### src/rtl/ordered_array_insert_delete_search_unit_defines.svh
// Assertion macros for the ordered array unit.
// Included by RTL files that carry concurrent checks; expects clk_i and rst_ni in scope.
`ifndef ORDERED_ARRAY_INSERT_DELETE_SEARCH_UNIT_DEFINES_SVH
`define ORDERED_ARRAY_INSERT_DELETE_SEARCH_UNIT_DEFINES_SVH

// Check a property on every rising edge outside reset.
`define OAIDS_ASSERT(lbl, prop, msg) \
  lbl: assert property (@(posedge clk_i) disable iff (!rst_ni) prop) else $error(msg);

// Check that a trigger in one cycle is followed by an outcome in the next.
`define OAIDS_ASSERT_NEXT(lbl, trig, outcome, msg) \
  lbl: assert property (@(posedge clk_i) disable iff (!rst_ni) (trig) |=> (outcome)) \
    else $error(msg);

`endif

### src/rtl/oaids_pkg.sv
// Shared constants, codes and types for the ordered array unit.
// No dependencies; imported by the cell, the match encoder and the top level.
package oaids_pkg;

  // List geometry
  localparam int DEPTH    = 128;
  localparam int IDX_W    = (DEPTH > 1) ? $clog2(DEPTH) : 1;
  localparam int CNT_W    = $clog2(DEPTH + 1);
  localparam int DATA_W   = 32;

  // Port field widths
  localparam int OP_W        = 3;
  localparam int POS_W       = 7;
  localparam int STATUS_W    = 2;
  localparam int FOUND_W     = 7;
  localparam int COUNT_OUT_W = 8;

  // Width that holds both a position and a count for compares
  localparam int CMP_W = (CNT_W > POS_W) ? CNT_W : POS_W;

  // First-match encoder grouping
  localparam int GRP   = 8;
  localparam int GRP_W = $clog2(GRP);
  localparam int NGRP  = (DEPTH + GRP - 1) / GRP;

  typedef enum logic [OP_W-1:0] {
    OP_INS_POS = 3'd0,
    OP_INS_KEY = 3'd1,
    OP_SEARCH  = 3'd2,
    OP_DEL_POS = 3'd3,
    OP_DEL_KEY = 3'd4
  } op_e;

  typedef enum logic [STATUS_W-1:0] {
    ST_OK    = 2'd0,
    ST_NOKEY = 2'd1,
    ST_RANGE = 2'd2,
    ST_FULL  = 2'd3
  } status_e;

  typedef enum logic [1:0] {
    ACT_NONE = 2'd0,
    ACT_INS  = 2'd1,
    ACT_DEL  = 2'd2
  } act_e;

  // Update command broadcast to every cell of the chain
  typedef struct packed {
    act_e              act;
    logic [IDX_W-1:0]  pos;
    logic [DATA_W-1:0] value;
  } cell_upd_t;

endpackage

### src/rtl/oaids_first_match.sv
// Two-level first-match encoder over the cell match flags.
// Depends on oaids_pkg; the group level is registered, the final pick is combinational.
module oaids_first_match
  import oaids_pkg::*;
(
  input  logic             clk_i,
  input  logic             en_i,
  input  logic [DEPTH-1:0] match_i,
  output logic             hit_o,
  output logic [IDX_W-1:0] idx_o
);

  logic [NGRP*GRP-1:0] match_pad;
  logic [NGRP-1:0]     grp_any_d, grp_any_q;
  logic [GRP_W-1:0]    grp_idx_d [NGRP];
  logic [GRP_W-1:0]    grp_idx_q [NGRP];

  assign match_pad = (NGRP*GRP)'(match_i);

  // Find the lowest set flag inside each group
  always_comb begin
    for (int g = 0; g < NGRP; g++) begin
      grp_any_d[g] = 1'b0;
      grp_idx_d[g] = '0;
      for (int k = GRP - 1; k >= 0; k--) begin
        if (match_pad[g*GRP + k]) begin
          grp_any_d[g] = 1'b1;
          grp_idx_d[g] = GRP_W'(k);
        end
      end
    end
  end

  always_ff @(posedge clk_i) begin
    if (en_i) begin
      grp_any_q <= grp_any_d;
      for (int g = 0; g < NGRP; g++) begin
        grp_idx_q[g] <= grp_idx_d[g];
      end
    end
  end

  // Pick the lowest group with a hit
  always_comb begin
    hit_o = 1'b0;
    idx_o = '0;
    for (int g = NGRP - 1; g >= 0; g--) begin
      if (grp_any_q[g]) begin
        hit_o = 1'b1;
        idx_o = IDX_W'(g * GRP + int'(grp_idx_q[g]));
      end
    end
  end

endmodule

### config.mk
export PLATFORM = sky130hd
export DESIGN_NAME = oaids_first_match
export DESIGN_NICKNAME = d
export VERILOG_FILES = /design/src/rtl/ordered_array_insert_delete_search_unit_defines.svh /design/src/rtl/oaids_pkg.sv /design/src/rtl/oaids_first_match.sv
export SDC_FILE = /design/constraint.sdc
export NUM_CORES = 1
export LEC_CHECK = 0
export BUFFER_PORTS_ARGS = -buffer_cell sky130_fd_sc_hd__buf_2
export CORE_MARGIN = 2
export CORE_UTILIZATION = 25
export DETAILED_ROUTE_END_ITERATION = 10
export GPL_TIMING_DRIVEN = 1
export SLEW_MARGIN = 40
export SYNTH_ARGS = -nofsm -noshare
export SYNTH_HDL_FRONTEND = slang
export SYNTH_SLANG_ARGS = --single-unit
### constraint.sdc
create_clock -name clk_i -period 3.6 [get_ports clk_i]
set_input_delay 0.18 -clock clk_i [delete_from_list [all_inputs] [get_ports clk_i]]
set_output_delay 0.18 -clock clk_i [all_outputs]
set_load 0.02 [all_outputs]
Word level (Yosys, flattened, before mapping)
Memories as Yosys holds them, arrays and structs flattened.
Cells that the tools add are included.
{ "totals": {"ram_bits": 48, "ff_bits": 16, "inputBits": 130, "mem_count": 1, "out_inout_bits": 8} }
{ "mem_list": {"columns": ["memory", "depth", "width", "read_ports", "rd_ports_with_merged_regs", "write_ports", "line_no", "source"], "rows": [
  ["grp_idx_q", 16, 3, 16, 0, 16, "oaids_first_match.sv:16", "logic [GRP_W-1:0] grp_idx_q [NGRP];"]
]} }
{ "classes": {"reduce_logical": 16, "n_mux": 178, "add_sub_neg": 15} }
{ "op_table": {"columns": ["op", "n"], "rows": [
  ["two-way mux 3 bit", 128],
  ["two-way mux 7 bit", 16],
  ["OR reduction 7 bit", 16],
  ["adder 7 x 3 -> 7 bit, first input constant", 8],
  ["two-way mux 1 bit", 34],
  ["adder 6 x 3 -> 7 bit, first input constant", 4],
  ["adder 5 x 3 -> 6 bit, first input constant", 2],
  ["adder 4 x 3 -> 5 bit, first input constant", 1]
]} }

Logic depth before layout (Yosys ltp)
{ "depth": {"word_depth": 17, "ltp_mapped": 6, "mapped_depth_nobuf": 5} }

Worst setup path before layout
No wires, ideal clock.
{ "synth_timing": {"path_type": "reg-to-output", "startpoint": "register grp_any_q[10]", "endpoint": "output port idx_o[0]", "stages_incl_launch_ff": 6, "arrival_time_ps": 1650, "required_ps": 3420, "path_buffers": 0, "path_slack_ps": 1770, "path_cell_list": "edfxtp_1 nor2_1 o221ai_1 o21ai_0 a31oi_1 o31ai_1"} }
{ "synth_via": {"elab_chain_len": 11} }
{ "synth_lines": {"columns": ["item", "line_no", "source"], "rows": [
  ["start, declared", "oaids_first_match.sv:14", "logic [NGRP-1:0] grp_any_d, grp_any_q;"],
  ["start signal, assigned", "oaids_first_match.sv:36", "grp_any_q <= grp_any_d;"],
  ["two-way mux 7 bit (11 in series)", "oaids_first_match.sv:48", "if (grp_any_q[g]) begin"],
  ["end, declared", "oaids_first_match.sv:10", "output logic [IDX_W-1:0] idx_o"]
]} }
Every way passes these cells.

Worst setup path after layout
{ "layout_timing": {"startpoint": "register grp_any_q[10]", "endpoint": "output port idx_o[2]"} }
The elaborated chain is that of the path after synthesis.

==> flow_metrics.env <==
export IMPL_p_int_uw=1600
export IMPL_cts_resized=0
export IMPL_syn_num_nets=518
export IMPL_final_seq_area_um2=1920
export IMPL_holdWs_ns=0.159
export IMPL_required_ns=3.42
export IMPL_power_switching_uw=475
export IMPL_cap_viol_max_count=0
export IMPL_grt_pass1_vias=3405
export IMPL_globalplace_congestion=0.780
export IMPL_yosysWarnings=0
export IMPL_routed_wl_mm=9.52
export IMPL_grt_pass1_wl_mm=15.7
export IMPL_critPathArrivalTime_ns=2.24
export IMPL_cp_slowest_cell="edfxtp_1"
export IMPL_route_detailed_drc=0
export IMPL_synth_distinct_cells=34
export IMPL_synth_simple_area_share=0.265
export IMPL_drv_slew=0
export IMPL_cts_tree="done"
export IMPL_crit_path_cell_trace="nor2_1, o221ai_1, o21ai_0, a31oi_1, o31ai_1, buf_2"
export IMPL_grt_max_degree=50
export IMPL_drt_initial_drc_count=153
export IMPL_clock_fmax_mhz=414
export IMPL_syn2layout_area_growth_pct=33.9
export IMPL_drive_gt1_frac=0.294
export IMPL_avgSynthCellArea_um2=9.37
export IMPL_critical_path_endpoint_type="output port"
export IMPL_hold_buffers=0
export IMPL_crit_path_start_kind="flop"
export IMPL_port_buffers=137
export IMPL_die_w_um=125
export IMPL_antenna_found_initial=0
export IMPL_ioPinCount=138
export IMPL_synth_compound_area_frac=0.164
export IMPL_via_per_inst=4.75
export IMPL_clock_sinks=64
export IMPL_cts_setup_buffers=0
export IMPL_multi_input_area_um2=1560
export IMPL_vias=3447
export IMPL_numCtsBuffers=9
export IMPL_dieArea_um2=15500
export IMPL_drtAntennaViolNets=0
export IMPL_p_total_uw=2070
export IMPL_rsz0062_at_grt="false"
export IMPL_synth_cells=388
export IMPL_start_util=0.253
export IMPL_diodes=0
export IMPL_finalCritPeriodShare=0.672
export IMPL_synth_area_um2=3640
export IMPL_finalCriticalPeriod_ns=2.42
export IMPL_p_comb_frac=0.129
export IMPL_die_h_um=125
export IMPL_rows=44
export IMPL_max_stage_delay_ns=0.50
export IMPL_core_area_um2=14400
export IMPL_grt_util_all_layers=0.125
export IMPL_grt_overflow=0
export IMPL_dr_pass1_iters=4
export IMPL_critical_path_class="reg2out"
export IMPL_slew_headroom=0.583
export IMPL_h_tree_depth=3
export IMPL_yosys_area_share_adder=0
export IMPL_nFillCells=1455
export IMPL_synth_xor_area_share=0
export IMPL_cp_max_fo=7
export IMPL_tns_ns=0
export IMPL_clock_path_buffers=2
export IMPL_status="completed"
export IMPL_seqPwrFrac=0.440
export IMPL_p_per_area_nw_per_um2=426
export IMPL_ys_seq_elements=64
export IMPL_root_buffer="clkbuf_16"
export IMPL_clkPwrFrac=0.431
export IMPL_hold_viol=0
export IMPL_final_net_count=666
export IMPL_min_path_type="in2reg"
export IMPL_synth_top_family_by_area="simple AND/OR/NAND/NOR gates"
export IMPL_setup_violations_final=0
export IMPL_p_leak_uw=0.00200
export IMPL_seq_area_frac_synth=0.529
export IMPL_synth_mux_area_fraction=0
export IMPL_dp_hpwl_mm=7.67
export IMPL_vdd_drop_max_v=0.000180
export IMPL_routedWlPerCell_um=13.1
export IMPL_switching_share=0.229
export IMPL_path_clk_slew_ns=0.05
export IMPL_tightest_slew_ns=0.626
power by group through the flow:
stage                     combinational (µW)  clock [µW]  sequential, µW
after floorplan                          117           0             911
after global placement                   254           0             925
after detailed placement                 267           0             925
after CTS                                268         910             912
after global routing                     303         947             917
final                                    267         893             911
state kept, by name, indices dropped and copies added, names as in the netlist:
signal and flops:
grp_idx_q 48, grp_any_q 16
cell usage in the layout (no fill, tap or decap), drive strengths merged, types with 4 or more instances in the layout:
cell / instances
o221ai: 4
nor4: 35
nor3: 50
a221oi: 4
o21bai: 17
edfxtp: 64
nor2: 42
o21ai: 8
a22oi: 4
clkbuf: 9
nand2: 32
inv: 40
buf: 138
clkinv: 4
a21oi: 36
nor2b: 24
worst paths after layout:
path	from	end	slack (ns)	depth (start not counted)
max	grp_any_q[10]	idx_o[2]	1.18	6
min	match_i[16]	grp_idx_q[0][6]	0.16	2
kinds of logic after synthesis:
group	Yosys count
flops	64
compound gates	92
simple gates	191
buf+inv	41
per-stage QoR:
stage,setup slack [ns],cells,area [µm²],utilization
3_3_place_gp,1.59,709,4550,0.317
2_1_floorplan,1.77,388,3640,-
6_report,1.18,725,4870,0.339
4_1_cts,1.18,725,4870,0.339
3_5_place_dp,1.56,709,4560,0.317
5_1_grt,0.993,725,4870,0.339
critical path, delay by kind of cell (launching register included):
family,cells,cell delay (ns)
AOI/OAI and AO/OA,4,0.89
and+or+nand+nor,1,0.30
buffers and inverters,1,0.22
DFF,1,0.50
cell usage after synthesis:
cell type | n | area share
o2111ai_1 | 1 | 0.0024
o22ai_1 | 3 | 0.0052
nand2_1 | 32 | 0.033
nor2b_2 | 1 | 0.0024
and3b_1 | 1 | 0.0024
clkbuf_2 | 1 | 0.0014
o21ai_0 | 8 | 0.011
o211ai_1 | 1 | 0.0021
nor2b_1 | 23 | 0.040
or2_4 | 1 | 0.0024
a21o_1 | 3 | 0.0062
a2111oi_0 | 1 | 0.0024
nor2_1 | 42 | 0.043
a221oi_1 | 4 | 0.0096
nand2b_1 | 2 | 0.0034
nor4_2 | 1 | 0.0034
o221ai_1 | 4 | 0.0096
inv_2 | 1 | 0.0010
nand3_1 | 1 | 0.0014
nor3_1 | 50 | 0.069
a2111oi_1 | 1 | 0.0028
o31ai_1 | 3 | 0.0062
a21boi_0 | 1 | 0.0021
a22oi_1 | 4 | 0.0083
o21bai_1 | 17 | 0.035
nor4_1 | 34 | 0.058
or2_2 | 1 | 0.0017
edfxtp_1 | 64 | 0.53
and2b_1 | 2 | 0.0041
a2111oi_2 | 1 | 0.0041
a31oi_1 | 3 | 0.0052
inv_1 | 39 | 0.040
o311ai_0 | 1 | 0.0024
a21oi_1 | 36 | 0.050
area by class of cell:
class / count / area share
clock buffer: 9 / 0.0463
clock inverter: 7 / 0.0177
inverter: 40 / 0.0308
multi-input combinational: 283 / 0.320
sequential: 64 / 0.395
tap: 184 / 0.0473
timing repair buffer: 138 / 0.143
metal layers:
metal,wire (µm),track usage
met3,444,0.0284
met2,4680,0.219
met4,137,0.0390
met1,4260,0.154
met5,0,0
Note: power is estimated with default switching activity, not from simulation.
