`config.mk`:
```
export PLATFORM = sky130hd
export DESIGN_NAME = oaids_cell
export DESIGN_NICKNAME = d
export VERILOG_FILES = /design/src/rtl/ordered_array_insert_delete_search_unit_defines.svh /design/src/rtl/oaids_pkg.sv /design/src/rtl/oaids_cell.sv
export SDC_FILE = /design/constraint.sdc
export NUM_CORES = 1
export LEC_CHECK = 0
export BUFFER_PORTS_ARGS = -buffer_cell sky130_fd_sc_hd__buf_2
export CORE_ASPECT_RATIO = 1.5
export CORE_MARGIN = 5
export CORE_UTILIZATION = 43
export CTS_CLUSTER_DIAMETER = 150
export CTS_CLUSTER_SIZE = 12
export DETAILED_ROUTE_END_ITERATION = 10
export PLACE_DENSITY = 0.91
export SETUP_SLACK_MARGIN = 0.5
export SLEW_MARGIN = 10
export SYNTH_ARGS = -nofsm -noshare
export SYNTH_HDL_FRONTEND = slang
export SYNTH_SLANG_ARGS = --single-unit
```
`constraint.sdc`:
```
create_clock -name clk_i -period 11.9 [get_ports clk_i]
set_clock_uncertainty 0.2 [all_clocks]
set_input_delay 1.19 -clock clk_i [delete_from_list [all_inputs] [get_ports clk_i]]
set_output_delay 1.19 -clock clk_i [all_outputs]
set_load 0.1 [all_outputs]
```
`src/rtl/ordered_array_insert_delete_search_unit_defines.svh`:
```
// Assertion macros for the ordered array unit.
// Included by RTL files that carry concurrent checks; expects clk_i and rst_ni in scope.
`ifndef ORDERED_ARRAY_INSERT_DELETE_SEARCH_UNIT_DEFINES_SVH
`define ORDERED_ARRAY_INSERT_DELETE_SEARCH_UNIT_DEFINES_SVH

// Check a property on every rising edge outside reset.
`define OAIDS_ASSERT(lbl, prop, msg) \
  lbl: assert property (@(posedge clk_i) disable iff (!rst_ni) prop) else $error(msg);

// Check that a trigger in one cycle is followed by an outcome in the next.
`define OAIDS_ASSERT_NEXT(lbl, trig, outcome, msg) \
  lbl: assert property (@(posedge clk_i) disable iff (!rst_ni) (trig) |=> (outcome)) \
    else $error(msg);

`endif

```
`src/rtl/oaids_pkg.sv`:
```
// Shared constants, codes and types for the ordered array unit.
// No dependencies; imported by the cell, the match encoder and the top level.
package oaids_pkg;

  // List geometry
  localparam int DEPTH    = 128;
  localparam int IDX_W    = (DEPTH > 1) ? $clog2(DEPTH) : 1;
  localparam int CNT_W    = $clog2(DEPTH + 1);
  localparam int DATA_W   = 32;

  // Port field widths
  localparam int OP_W        = 3;
  localparam int POS_W       = 7;
  localparam int STATUS_W    = 2;
  localparam int FOUND_W     = 7;
  localparam int COUNT_OUT_W = 8;

  // Width that holds both a position and a count for compares
  localparam int CMP_W = (CNT_W > POS_W) ? CNT_W : POS_W;

  // First-match encoder grouping
  localparam int GRP   = 8;
  localparam int GRP_W = $clog2(GRP);
  localparam int NGRP  = (DEPTH + GRP - 1) / GRP;

  typedef enum logic [OP_W-1:0] {
    OP_INS_POS = 3'd0,
    OP_INS_KEY = 3'd1,
    OP_SEARCH  = 3'd2,
    OP_DEL_POS = 3'd3,
    OP_DEL_KEY = 3'd4
  } op_e;

  typedef enum logic [STATUS_W-1:0] {
    ST_OK    = 2'd0,
    ST_NOKEY = 2'd1,
    ST_RANGE = 2'd2,
    ST_FULL  = 2'd3
  } status_e;

  typedef enum logic [1:0] {
    ACT_NONE = 2'd0,
    ACT_INS  = 2'd1,
    ACT_DEL  = 2'd2
  } act_e;

  // Update command broadcast to every cell of the chain
  typedef struct packed {
    act_e              act;
    logic [IDX_W-1:0]  pos;
    logic [DATA_W-1:0] value;
  } cell_upd_t;

endpackage

```
`src/rtl/oaids_cell.sv`:
```
// One list slot: holds an entry, compares it with the key and shifts with its neighbors.
// Depends on oaids_pkg for widths and the update command type.
module oaids_cell
  import oaids_pkg::*;
(
  input  logic              clk_i,
  input  logic [IDX_W-1:0]  idx_i,
  input  logic [CNT_W-1:0]  count_i,
  input  logic              cmp_en_i,
  input  logic [DATA_W-1:0] key_i,
  input  cell_upd_t         upd_i,
  input  logic [DATA_W-1:0] left_i,
  input  logic [DATA_W-1:0] right_i,
  output logic [DATA_W-1:0] entry_o,
  output logic              match_o
);

  logic [DATA_W-1:0] entry_q, entry_d;
  logic              match_q;
  logic              live;

  // Only slots below the count hold list entries
  assign live = CNT_W'(idx_i) < count_i;

  // Pick the next entry: hold, take the new value, or shift from a neighbor
  always_comb begin
    entry_d = entry_q;
    case (upd_i.act)
      ACT_INS: begin
        if (idx_i == upd_i.pos) begin
          entry_d = upd_i.value;
        end else if (idx_i > upd_i.pos) begin
          entry_d = left_i;
        end
      end
      ACT_DEL: begin
        if (idx_i >= upd_i.pos) begin
          entry_d = right_i;
        end
      end
      default: entry_d = entry_q;
    endcase
  end

  always_ff @(posedge clk_i) begin
    entry_q <= entry_d;
  end

  // Capture the key compare for the match encoder
  always_ff @(posedge clk_i) begin
    if (cmp_en_i) begin
      match_q <= live && (entry_q == key_i);
    end
  end

  assign entry_o = entry_q;
  assign match_o = match_q;

endmodule

```
; Yosys cells after proc, flatten, opt, wreduce, memory -nomap -nowiden
; Cells that the tools add are included.
[totals]
ff_bits = 33
latch_bits = 0
ramBits = 0
mem_bits_ro = 0
input_bits = 154
out_inout_bits = 33
mem_count = 0
[op_classes]
add_sub_neg = 0
n_mul = 0
n_div = 0
magnitude_cmp = 3
n_eq_ne = 6
n_shift = 0
n_mux = 4
bitwise = 0
reduce_logical = 3
[ops]
columns = operator, count
row1 = 32-bit two-way mux, 3
row2 = 32-bit case mux with 2 select lines, 1
row3 = 32-bit == test, 1
row4 = 7-bit by 8-bit less-than comparator with 1-bit output, 1
row5 = 7-bit == test, 1
row6 = 7-bit >= comparator, 1
row7 = 7-bit > comparator, 1
row8 = "3-bit inequality test, second input constant", 1
row9 = 3-bit AND reduction, 1
row10 = "2-bit by 1-bit == test with 1-bit output, second input constant", 1
row11 = "2-bit == test, second input constant", 1
row12 = "2-bit inequality test, second input constant", 1
row13 = 2-bit nonzero test, 1
row14 = 1-bit logical AND, 1

; Depth between registers and ports, before layout
; Gate-level depths: netlist (run 1).
[logic_depth]
depth_word = 4
ltp_mapped = 7
ltp_nobuf = 7

; Worst setup path before layout (run 1)
; Ideal clock, no wire load.
[synth_timing]
kind = input port to flip-flop
startpoint = input idx_i[0]
endpoint = register entry_q[0], in the netlist entry_o[0], enable pin
setup_ns = 0.475
t_arrival_ns = 4.343
slack_ns = 6.882
cell_stages = 7
path_buffers = 0
cell_sequence = inv_1 -> ha_1 -> nand2b_1 -> a21oi_1 -> nor2b_1 -> o21ai_0 -> a221oi_1
[synth_via]
elab_chain_len = 3
elab_cells_between_ends = 6
cone_classes = 2 x order compare / 3 x eq/ne / 1 x reduce/logical
[synth_rtl]
columns = item, line_no
row1 = "start, declared", oaids_cell.sv:7  ; input logic [IDX_W-1:0] idx_i,
row2 = 7-bit > comparator (tied with other cells), oaids_cell.sv:32  ; end else if (idx_i > upd_i.pos) begin
row3 = 3-bit inequality test (no line) / 2-bit inequality test (equally long branches), n/a
row4 = 3-bit AND reduction (no line) (*), n/a
row5 = "end signal, assigned", oaids_cell.sv:46  ; entry_q <= entry_d;
row6 = "end, declared", oaids_cell.sv:18  ; logic [DATA_W-1:0] entry_q, entry_d;
; Every way passes the cells marked *; elsewhere a longest branch is shown, timed or not.
; A chain may end at the register's enable or synchronous reset.

; Final worst setup path (run 1)
[layout_timing]
startpoint = input upd_i[39] (netlist name)
endpoint = register entry_q[2], in the netlist entry_o[2], enable pin
[layout_via]
elab_chain_len = 3
elab_cells_between_ends = 6
cone_classes = 4 x eq/ne / 2 x reduce/logical
[layout_rtl]
columns = item, line_no
row1 = "start, declared", oaids_cell.sv:11  ; input cell_upd_t upd_i,
row2 = 2-bit by 1-bit == test with 1-bit output / 2-bit == test (equally long branches), oaids_cell.sv:28  ; case (upd_i.act)
row3 = 3-bit inequality test (no line) (tied with other cells), n/a
row4 = 3-bit AND reduction (no line) (*), n/a
; Marked as above.

==> results of run 1 <==
worst max-delay path: cells and delay by family:
kind                     cells  cell delay [ns]
buffers and inverters        3             0.43
adder cells (fa/ha/maj)      1             0.85
AND/OR/NAND/NOR              2             0.40
AO/OA/AOI/OAI                2             0.53
worst max path at each step:
stage,from,end,slack [ns],depth (start not counted)
floorplan,idx_i[0],entry_o[0],6.88,7
global placement,upd_i[39],entry_o[13],8.08,8
detailed placement,upd_i[39],entry_o[17],7.95,8
CTS,upd_i[39],entry_o[25],8.24,8
global route,upd_i[39],entry_o[25],8.05,8
finish,upd_i[39],entry_o[2],8.26,8
power groups by stage:
stage | sequential (µW) | clock [µW] | combinational [µW]
after floorplan | 307 | 0 | 44.5
after global placement | 169 | 0 | 237
after detailed placement | 170 | 0 | 242
after CTS | 168 | 101 | 243
after global routing | 170 | 106 | 252
final | 167 | 98.2 | 241
kinds of logic after synthesis:
kind of cell               count (synthesis)  synth area share
and+or+nand+nor                           54             0.111
AOI/OAI and AO/OA                         42            0.0947
DFF                                       33             0.412
xor gates and xnor gates                  32             0.117
muxes                                     32             0.133
buffers and inverters                     25            0.0536
adders and majority gates                 15            0.0781
cell type report:
cell class | count | area share
clock buffer | 6 | 0.0208
clock inverter | 2 | 0.00970
inverter | 15 | 0.0162
multi-input combinational | 175 | 0.374
sequential | 33 | 0.284
tap | 70 | 0.0251
timing repair buffer | 187 | 0.269
registers in the layout, indices dropped and copies added (netlist names):
name,cells
match_o,1
entry_o,32
cells in the final DEF (no fill, tap or decap), types with 14 or more instances in the layout:
| cell | instances |
|---|---|
| sky130_fd_sc_hd__buf_2 | 186 |
| sky130_fd_sc_hd__edfxtp_1 | 33 |
| sky130_fd_sc_hd__mux2i_1 | 32 |
| sky130_fd_sc_hd__nand2_1 | 32 |
| sky130_fd_sc_hd__o21ai_1 | 30 |
| sky130_fd_sc_hd__xor2_1 | 16 |
| sky130_fd_sc_hd__xnor2_1 | 16 |
| sky130_fd_sc_hd__inv_1 | 15 |
| sky130_fd_sc_hd__ha_1 | 14 |
metrics by stage:
step | power [µW] | utilization | instance area (µm²) | hold WS [ns]
finish | 507 | 0.639 | 3480 | 0.640
global route | 528 | 0.639 | 3480 | 0.697
detailed placement | 412 | 0.620 | 3380 | 0.629
CTS | 511 | 0.639 | 3480 | 0.642
floorplan | 352 | - | 2400 | 1.10
global placement | 407 | 0.620 | 3380 | 0.618
routing by layer:
| layer | GRT usage | routed length (µm) | up-vias |
|---|---|---|---|
| li1 | - | - | 1194 |
| met1 | 0.179 | 2410 | 1084 |
| met2 | 0.388 | 4350 | 126 |
| met3 | 0.0497 | 544 | 24 |
| met4 | 0.106 | 303 | 0 |
| met5 | 0 | 0 | - |
==> impl_table.tex, run 1 <==
\begin{tabular}{lr}
\hline
Metric & Value \\
\hline
\multicolumn{2}{l}{\textbf{Route}} \\
\quad Initial drt markers & 75 \\
\quad Wire length after detailed routing & between 7 and 8 mm \\
\quad ANT nets after route & 0 \\
\quad Number of design rule violations left after detail routing & 0 \\
\quad First drt pass iteration count & 6 \\
\quad Vias per std cell & about 5 \\
\quad Total via count in the routed design & 2428 \\
\quad Post-DR wirelength/cell & roughly 16 µm \\
\multicolumn{2}{l}{\textbf{Clock tree}} \\
\quad Number of buffers between clock root and the deepest sink & 2 \\
\quad Number of gates given a new drive strength after cts & 0 \\
\quad Post-cts hold buffer count & 0 \\
\quad Setup bufs post-CTS & 0 \\
\quad Clock Tree Root & sky130\_fd\_sc\_hd\_\_clkbuf\_8 \\
\quad Number of CTS-inserted buffers & 5 \\
\quad Clock tree from TritonCTS & done \\
\quad Count of clock tree sinks & 33 \\
\quad Clock insertion delay at the later pin of the skew report & 0.28 ns \\
\quad Clock slew at the register clock pins of the worst setup and hold paths & roughly 0.06 ns \\
\quad H-Tree Level Count & 2 \\
\multicolumn{2}{l}{\textbf{Pwr}} \\
\quad Proportion of power drawn by the clock network & 0.194 \\
\quad Switching power total & 236 µW \\
\quad VDD IR-drop max & 0.0000954 V \\
\quad Areal power density over the cells & between 100 and 150 nW/µm² \\
\quad Switching portion of total power & 0.466 \\
\quad Combinational share of power & 0.476 \\
\quad Internal power & between 200 and 300 µW \\
\quad Static Leakage & roughly 0.0016 µW \\
\quad Power share of the sequential group & 0.330 \\
\multicolumn{2}{l}{\textbf{Setup path}} \\
\quad Cell with the largest stage delay on the worst path & sky130\_fd\_sc\_hd\_\_ha\_2 \\
\quad Kind of end point of the critical path & register \\
\quad Flop2flop setup slack & between 10 and 15 ns \\
\quad Path type of the worst setup path & input pin to register \\
\quad Data required, critical path & approximately 12 ns \\
\quad Cell depth of the worst flop-to-flop path & 5 \\
\quad Cell breakdown of the critical path & buf\_2 > inv\_1 > ha\_2 > nor2\_1 > a211oi\_1 > nor2b\_1 > a221oi\_4 > buf\_4 \\
\quad RR Endpoint & match\_o \\
\quad Largest stage delay, worst path & between 0.8 and 0.9 ns \\
\quad Element type at the critical path start & input pin \\
\quad Critical Path Fanout Max & 65 \\
\quad Critical register-to-register path startpoint & entry\_o[14] \\
\quad Crit path arrival time & roughly 3.4 ns \\
\multicolumn{2}{l}{\textbf{Cells and area}} \\
\quad Sequential Area & $\sim$990 µm² \\
\quad Fraction of layout cells with a size suffix above 1 & 0.476 \\
\quad Post-synthesis to final-layout area growth & 44.9\% \\
\quad Multi-input gate area & $\sim$1300 µm² \\
\quad Nets & about 600 \\
\quad Antenna diode instance count & 0 \\
\quad Non-filler cells, final & just under 500 \\
\quad Layout fillers & 476 \\
\multicolumn{2}{l}{\textbf{Hold path}} \\
\quad Hold-critical path depth & 5 \\
\quad HP Start & entry\_o[9] \\
\quad Class of the tightest hold or removal check & register to register \\
\quad Worst Hold End & match\_o \\
\multicolumn{2}{l}{\textbf{Synth}} \\
\quad Total of flip-flops plus latches after synthesis & 33 \\
\quad Total of warnings raised by yosys & 0 \\
\quad Most common cell in the synthesized netlist & sky130\_fd\_sc\_hd\_\_edfxtp\_1 \\
\quad Share of synthesized flip-flops with an asynchronous set or reset & 0 \\
\quad Mapped Nets & 402 \\
\quad Synth Instances & approximately 230 \\
\quad Share of the synthesized area in the top cell type & 0.412 \\
\quad Dominant register cell in the synthesized netlist & sky130\_fd\_sc\_hd\_\_edfxtp\_1 \\
\quad Sequential share of the synthesized area & 0.412 \\
\quad Library cell with the largest summed area after synthesis & sky130\_fd\_sc\_hd\_\_edfxtp\_1 \\
\quad Post-Syn Area & about 2400 µm² \\
\quad Cell types with the highest counts after synthesis & sky130\_fd\_sc\_hd\_\_edfxtp\_1, sky130\_fd\_sc\_hd\_\_mux2i\_1, sky130\_fd\_sc\_hd\_\_nand2\_1 \\
\quad Cell types with the largest area share after synthesis & sky130\_fd\_sc\_hd\_\_edfxtp\_1, sky130\_fd\_sc\_hd\_\_mux2i\_1, sky130\_fd\_sc\_hd\_\_ha\_1 \\
\quad Post-synth EDFFs & 33 \\
\quad Mean post-synth cell area & a little over 10 µm² \\
\quad Post-synthesis cell type count & 28 \\
\multicolumn{2}{l}{\textbf{GRT}} \\
\quad Global-route wire length before repair & $\sim$11 mm \\
\quad Pin count of the biggest net entering global routing & 66 \\
\quad Number of global-route vias before repair & roughly 2500 \\
\quad Antenna violations before repair & 0 \\
\quad Global Route Usage Sum & 0.197 \\
\quad Remaining global-route overflow & 0 \\
\multicolumn{2}{l}{\textbf{Floorplan}} \\
\quad Die Y & between 100 and 150 µm \\
\quad I/O pin count & $\sim$190 \\
\quad Floorplan die area & between 7000 and 8000 µm² \\
\quad Die Span X & around 71 µm \\
\quad Number of placement rows & 33 \\
\quad Effective utilization at floorplan & 0.441 \\
\quad Core area & between 5000 and 6000 µm² \\
\multicolumn{2}{l}{\textbf{STA}} \\
\quad Final slew viol count & 0 \\
\quad Final-report setup violation count & 0 \\
\quad Tightest Pin Transition & around 1.2 ns \\
\quad Final Hold Vio Count & 0 \\
\quad Post-route fraction of the period consumed by the critical path & 0.306 \\
\quad Clock period minus final worst setup slack & 3.64 ns \\
\quad Highest attainable clock frequency & roughly 270 MHz \\
\quad Setup TNS & 0 ns \\
\quad Setup repair after global routing missed its margin & false \\
\quad Rel. slew slack & 0.185 \\
\quad Worst setup margin & just over 8 ns \\
\multicolumn{2}{l}{\textbf{Placed design}} \\
\quad HPWL after detailed placement & 6.53 mm \\
\quad Placer congestion estimate & 0.820 \\
\quad Setup Slack @ Placement & between 7 and 8 ns \\
\quad Buffers on Ports & 186 \\
\quad Number of placed cells counting well taps & between 400 and 500 \\
\multicolumn{2}{l}{\textbf{Outcome}} \\
\quad Run status & completed \\
\multicolumn{2}{l}{\textbf{Run}} \\
\quad Max-cap violations & 0 \\
\hline
\end{tabular}
Power figures use the tool's default switching activity.
==> inputs of run 2 (changes only) <==
--- a/config.mk
+++ b/config.mk
@@ -5,14 +5,15 @@
 export SDC_FILE = /design/constraint.sdc
 export NUM_CORES = 1
 export LEC_CHECK = 0
+export ABC_AREA = 1
 export BUFFER_PORTS_ARGS = -buffer_cell sky130_fd_sc_hd__buf_2
 export CORE_ASPECT_RATIO = 1.5
 export CORE_MARGIN = 5
-export CORE_UTILIZATION = 43
+export CORE_UTILIZATION = 40
 export CTS_CLUSTER_DIAMETER = 150
 export CTS_CLUSTER_SIZE = 12
 export DETAILED_ROUTE_END_ITERATION = 10
-export PLACE_DENSITY = 0.91
+export PLACE_DENSITY = 0.84
 export SETUP_SLACK_MARGIN = 0.5
 export SLEW_MARGIN = 10
 export SYNTH_ARGS = -nofsm -noshare
==> constraint.sdc (replaced) <==
create_clock -name clk_i -period 3.1 [get_ports clk_i]
set_clock_uncertainty 0.2 [all_clocks]
set_input_delay 0.31 -clock clk_i [delete_from_list [all_inputs] [get_ports clk_i]]
set_output_delay 0.31 -clock clk_i [all_outputs]
set_load 0.1 [all_outputs]
==> impl_table.tex, run 2 <==
\begin{tabular}{lr}
\hline
Metric & Value \\
\hline
\multicolumn{2}{l}{\textbf{Outcome}} \\
\quad Run status & completed \\
\multicolumn{2}{l}{\textbf{Floorplan}} \\
\quad I/O pin count & $\sim$190 \\
\quad Floorplan die area & approximately 9300 µm² \\
\quad Die Span X & approximately 80 µm \\
\quad Core area & slightly above 7000 µm² \\
\quad Die Y & around 120 µm \\
\quad Effective utilization at floorplan & 0.411 \\
\quad Number of placement rows & 38 \\
\multicolumn{2}{l}{\textbf{GRT}} \\
\quad Number of global-route vias before repair & between 3000 and 4000 \\
\quad Remaining global-route overflow & 0 \\
\quad Antenna violations before repair & 0 \\
\quad Global Route Usage Sum & 0.201 \\
\quad Global-route wire length before repair & $\sim$15 mm \\
\quad Pin count of the biggest net entering global routing & 39 \\
\multicolumn{2}{l}{\textbf{Cells and area}} \\
\quad Nets & 787 \\
\quad Most common library cell in the layout ignoring fill and taps & sky130\_fd\_sc\_hd\_\_buf\_2 \\
\quad Sequential Area & roughly 1000 µm² \\
\quad Antenna diode instance count & 0 \\
\quad Layout fillers & between 600 and 700 \\
\quad Post-synthesis to final-layout area growth & 36.5\% \\
\quad Multi-input gate area & between 1500 and 2000 µm² \\
\quad Number of flip-flops in the largest register & 32 \\
\quad Fraction of layout cells with a size suffix above 1 & 0.375 \\
\quad Highest-count cells in the layout ignoring fill and taps & sky130\_fd\_sc\_hd\_\_buf\_2, sky130\_fd\_sc\_hd\_\_nand2\_1, sky130\_fd\_sc\_hd\_\_inv\_1 \\
\multicolumn{2}{l}{\textbf{Clock tree}} \\
\quad Clock tree from TritonCTS & done \\
\quad Clock Tree Root & sky130\_fd\_sc\_hd\_\_clkbuf\_8 \\
\quad H-Tree Level Count & 2 \\
\quad Post-cts hold buffer count & 0 \\
\quad Number of buffers between clock root and the deepest sink & 2 \\
\quad Clock insertion delay at the later pin of the skew report & 0.28 ns \\
\quad Clock slew at the register clock pins of the worst setup and hold paths & roughly 0.080 ns \\
\quad Setup bufs post-CTS & 0 \\
\quad Number of gates given a new drive strength after cts & 0 \\
\quad Count of clock tree sinks & 33 \\
\quad Number of CTS-inserted buffers & 5 \\
\multicolumn{2}{l}{\textbf{Synth}} \\
\quad Cell types with the largest area share after synthesis & sky130\_fd\_sc\_hd\_\_edfxtp\_1, sky130\_fd\_sc\_hd\_\_nand2\_1, sky130\_fd\_sc\_hd\_\_o211ai\_2 \\
\quad Post-synth EDFFs & 33 \\
\quad Dominant register cell in the synthesized netlist & sky130\_fd\_sc\_hd\_\_edfxtp\_1 \\
\quad Post-Synth Simple-Gate Area & 0.292 \\
\quad Fraction of the mapped netlist area in adder cells & 0.0628 \\
\quad Library cell with the largest summed area after synthesis & sky130\_fd\_sc\_hd\_\_edfxtp\_1 \\
\quad Total of warnings raised by yosys & 0 \\
\quad Sequential share of the synthesized area & 0.331 \\
\quad Share of the synthesized area in the top cell type & 0.331 \\
\quad Mean post-synth cell area & between 6 and 7 µm² \\
\quad Share of synthesized flip-flops with an asynchronous set or reset & 0 \\
\quad Post-synthesis cell type count & 20 \\
\quad Cell types with the highest counts after synthesis & sky130\_fd\_sc\_hd\_\_nand2\_1, sky130\_fd\_sc\_hd\_\_inv\_1, sky130\_fd\_sc\_hd\_\_nor2\_1 \\
\quad Main combinational cell family by area after synthesis & simple AND/OR/NAND/NOR gates \\
\quad Mapped Nets & roughly 600 \\
\quad Post-Syn Area & around 3000 µm² \\
\quad Xor/xnor cell area share of the yosys netlist & 0.00879 \\
\quad Synth Instances & roughly 430 \\
\quad Most common cell in the synthesized netlist & sky130\_fd\_sc\_hd\_\_nand2\_1 \\
\quad Mux contribution to synthesized area & 0 \\
\quad Total of flip-flops plus latches after synthesis & 33 \\
\quad Synth Area in Compound Gates & 0.149 \\
\multicolumn{2}{l}{\textbf{Placed design}} \\
\quad Placer congestion estimate & slightly below 0.9 \\
\quad Buffers on Ports & 186 \\
\quad HPWL after detailed placement & 8.11 mm \\
\multicolumn{2}{l}{\textbf{Pwr}} \\
\quad VDD IR-drop max & between 0.0002 and 0.00025 V \\
\quad Areal power density over the cells & 473 nW/µm² \\
\quad Static Leakage & 0.00253 µW \\
\multicolumn{2}{l}{\textbf{Route}} \\
\quad Number of design rule violations left after detail routing & 0 \\
\quad Post-DR wirelength/cell & between 10 and 15 µm \\
\quad Initial drt markers & 163 \\
\quad First drt pass iteration count & 4 \\
\quad ANT nets after route & 0 \\
\quad Wire length after detailed routing & $\sim$9.6 mm \\
\quad Vias per std cell & 4.66 \\
\quad Total via count in the routed design & 3348 \\
\multicolumn{2}{l}{\textbf{STA}} \\
\quad Post-route fraction of the period consumed by the critical path & 0.646 \\
\quad Setup repair after global routing missed its margin & false \\
\quad Worst hold slack & between 0.02 and 0.025 ns \\
\quad Final Hold Vio Count & 0 \\
\quad Highest attainable clock frequency & 499 MHz \\
\quad Final-report setup violation count & 0 \\
\quad Tightest Pin Transition & between 0.5 and 0.6 ns \\
\quad Rel. slew slack & 0.662 \\
\quad Setup TNS & 0 ns \\
\quad Clock period minus final worst setup slack & 2.00 ns \\
\quad Final slew viol count & 0 \\
\multicolumn{2}{l}{\textbf{Setup path}} \\
\quad Path type of the worst setup path & input pin to register \\
\quad Element type at the critical path start & input pin \\
\quad Crit path arrival time & 1.74 ns \\
\quad Kind of end point of the critical path & register \\
\quad Data required, critical path & 2.84 ns \\
\quad Critical Path Fanout Max & 32 \\
\multicolumn{2}{l}{\textbf{Run}} \\
\quad Max-cap violations & 0 \\
\multicolumn{2}{l}{\textbf{Hold path}} \\
\quad Class of the tightest hold or removal check & input pin to register \\
\hline
\end{tabular}
[run 2: metrics by stage]
stage                     std cells  total power [µW]  setup WS [ns]  utilization  instance area, µm²
after global routing            719              2040          0.994        0.561                4080
final                           719              1930           1.10        0.561                4080
after detailed placement        711              1630          0.786        0.549                4000
after global placement          711              1600          0.899        0.549                4000
after floorplan                 433              1380          0.838            -                3000
after CTS                       719              1950           1.09        0.561                4080
[run 2: path summary, 6_finish.rpt]
kind / startpoint / end / slack [ns] / cells past startpoint
max: idx_i[6] / entry_o[10] / 1.10 / 9
min: cmp_en_i / match_o / 0.02 / 1
max reg2reg: entry_o[16] / match_o / 1.66 / 8
min reg2reg: entry_o[22] / match_o / 0.62 / 5
[run 2: power by group]
group	switching, µW	internal [µW]	leakage, µW
combinational	756	221	0.00217
sequential	51.8	582	0.000315
clock	166	155	0.0000439
total	974	958	0.00253
[run 2: routing by layer]
| layer | share of wire | routed length [µm] | up-vias | track usage |
|---|---|---|---|---|
| met2 | 0.55 | 5240 | 125 | 0.404 |
| li1 | - | - | 1688 | - |
| met4 | 0.031 | 298 | 0 | 0.0755 |
| met1 | 0.35 | 3370 | 1516 | 0.197 |
| met3 | 0.068 | 648 | 19 | 0.0358 |
| met5 | 0 | 0 | - | 0 |
[run 2: critical path: stages]
cell and delay, ns:
sky130_fd_sc_hd__buf_2 0.12, sky130_fd_sc_hd__ha_1 0.30, sky130_fd_sc_hd__nand2_1 0.07, sky130_fd_sc_hd__nor2_1 0.14, sky130_fd_sc_hd__nand4_1 0.15, sky130_fd_sc_hd__nand3_1 0.12, sky130_fd_sc_hd__nor2_1 0.06, sky130_fd_sc_hd__nor2_4 0.07
sky130_fd_sc_hd__buf_4 0.38
[run 2: final cells by class]
| class | instances | area share |
|---|---|---|
| Timing Repair Buffer | 192 | 0.239 |
| Inverter | 97 | 0.0892 |
| Tap cell | 100 | 0.0306 |
| Sequential cell | 33 | 0.243 |
| Multi-Input combinational cell | 289 | 0.377 |
| Clock inverter | 3 | 0.00429 |
| Clock buffer | 5 | 0.0169 |
[run 2: cells by family (layout without fill, tap and decap cells)]
kind of cell / Yosys count / count (layout)
and+or+nand+nor: 229 / 229
buffers and inverters: 111 / 297
AOI/OAI and AO/OA: 42 / 42
DFF: 33 / 33
adders and majority gates: 15 / 15
xor gates and xnor gates: 3 / 3
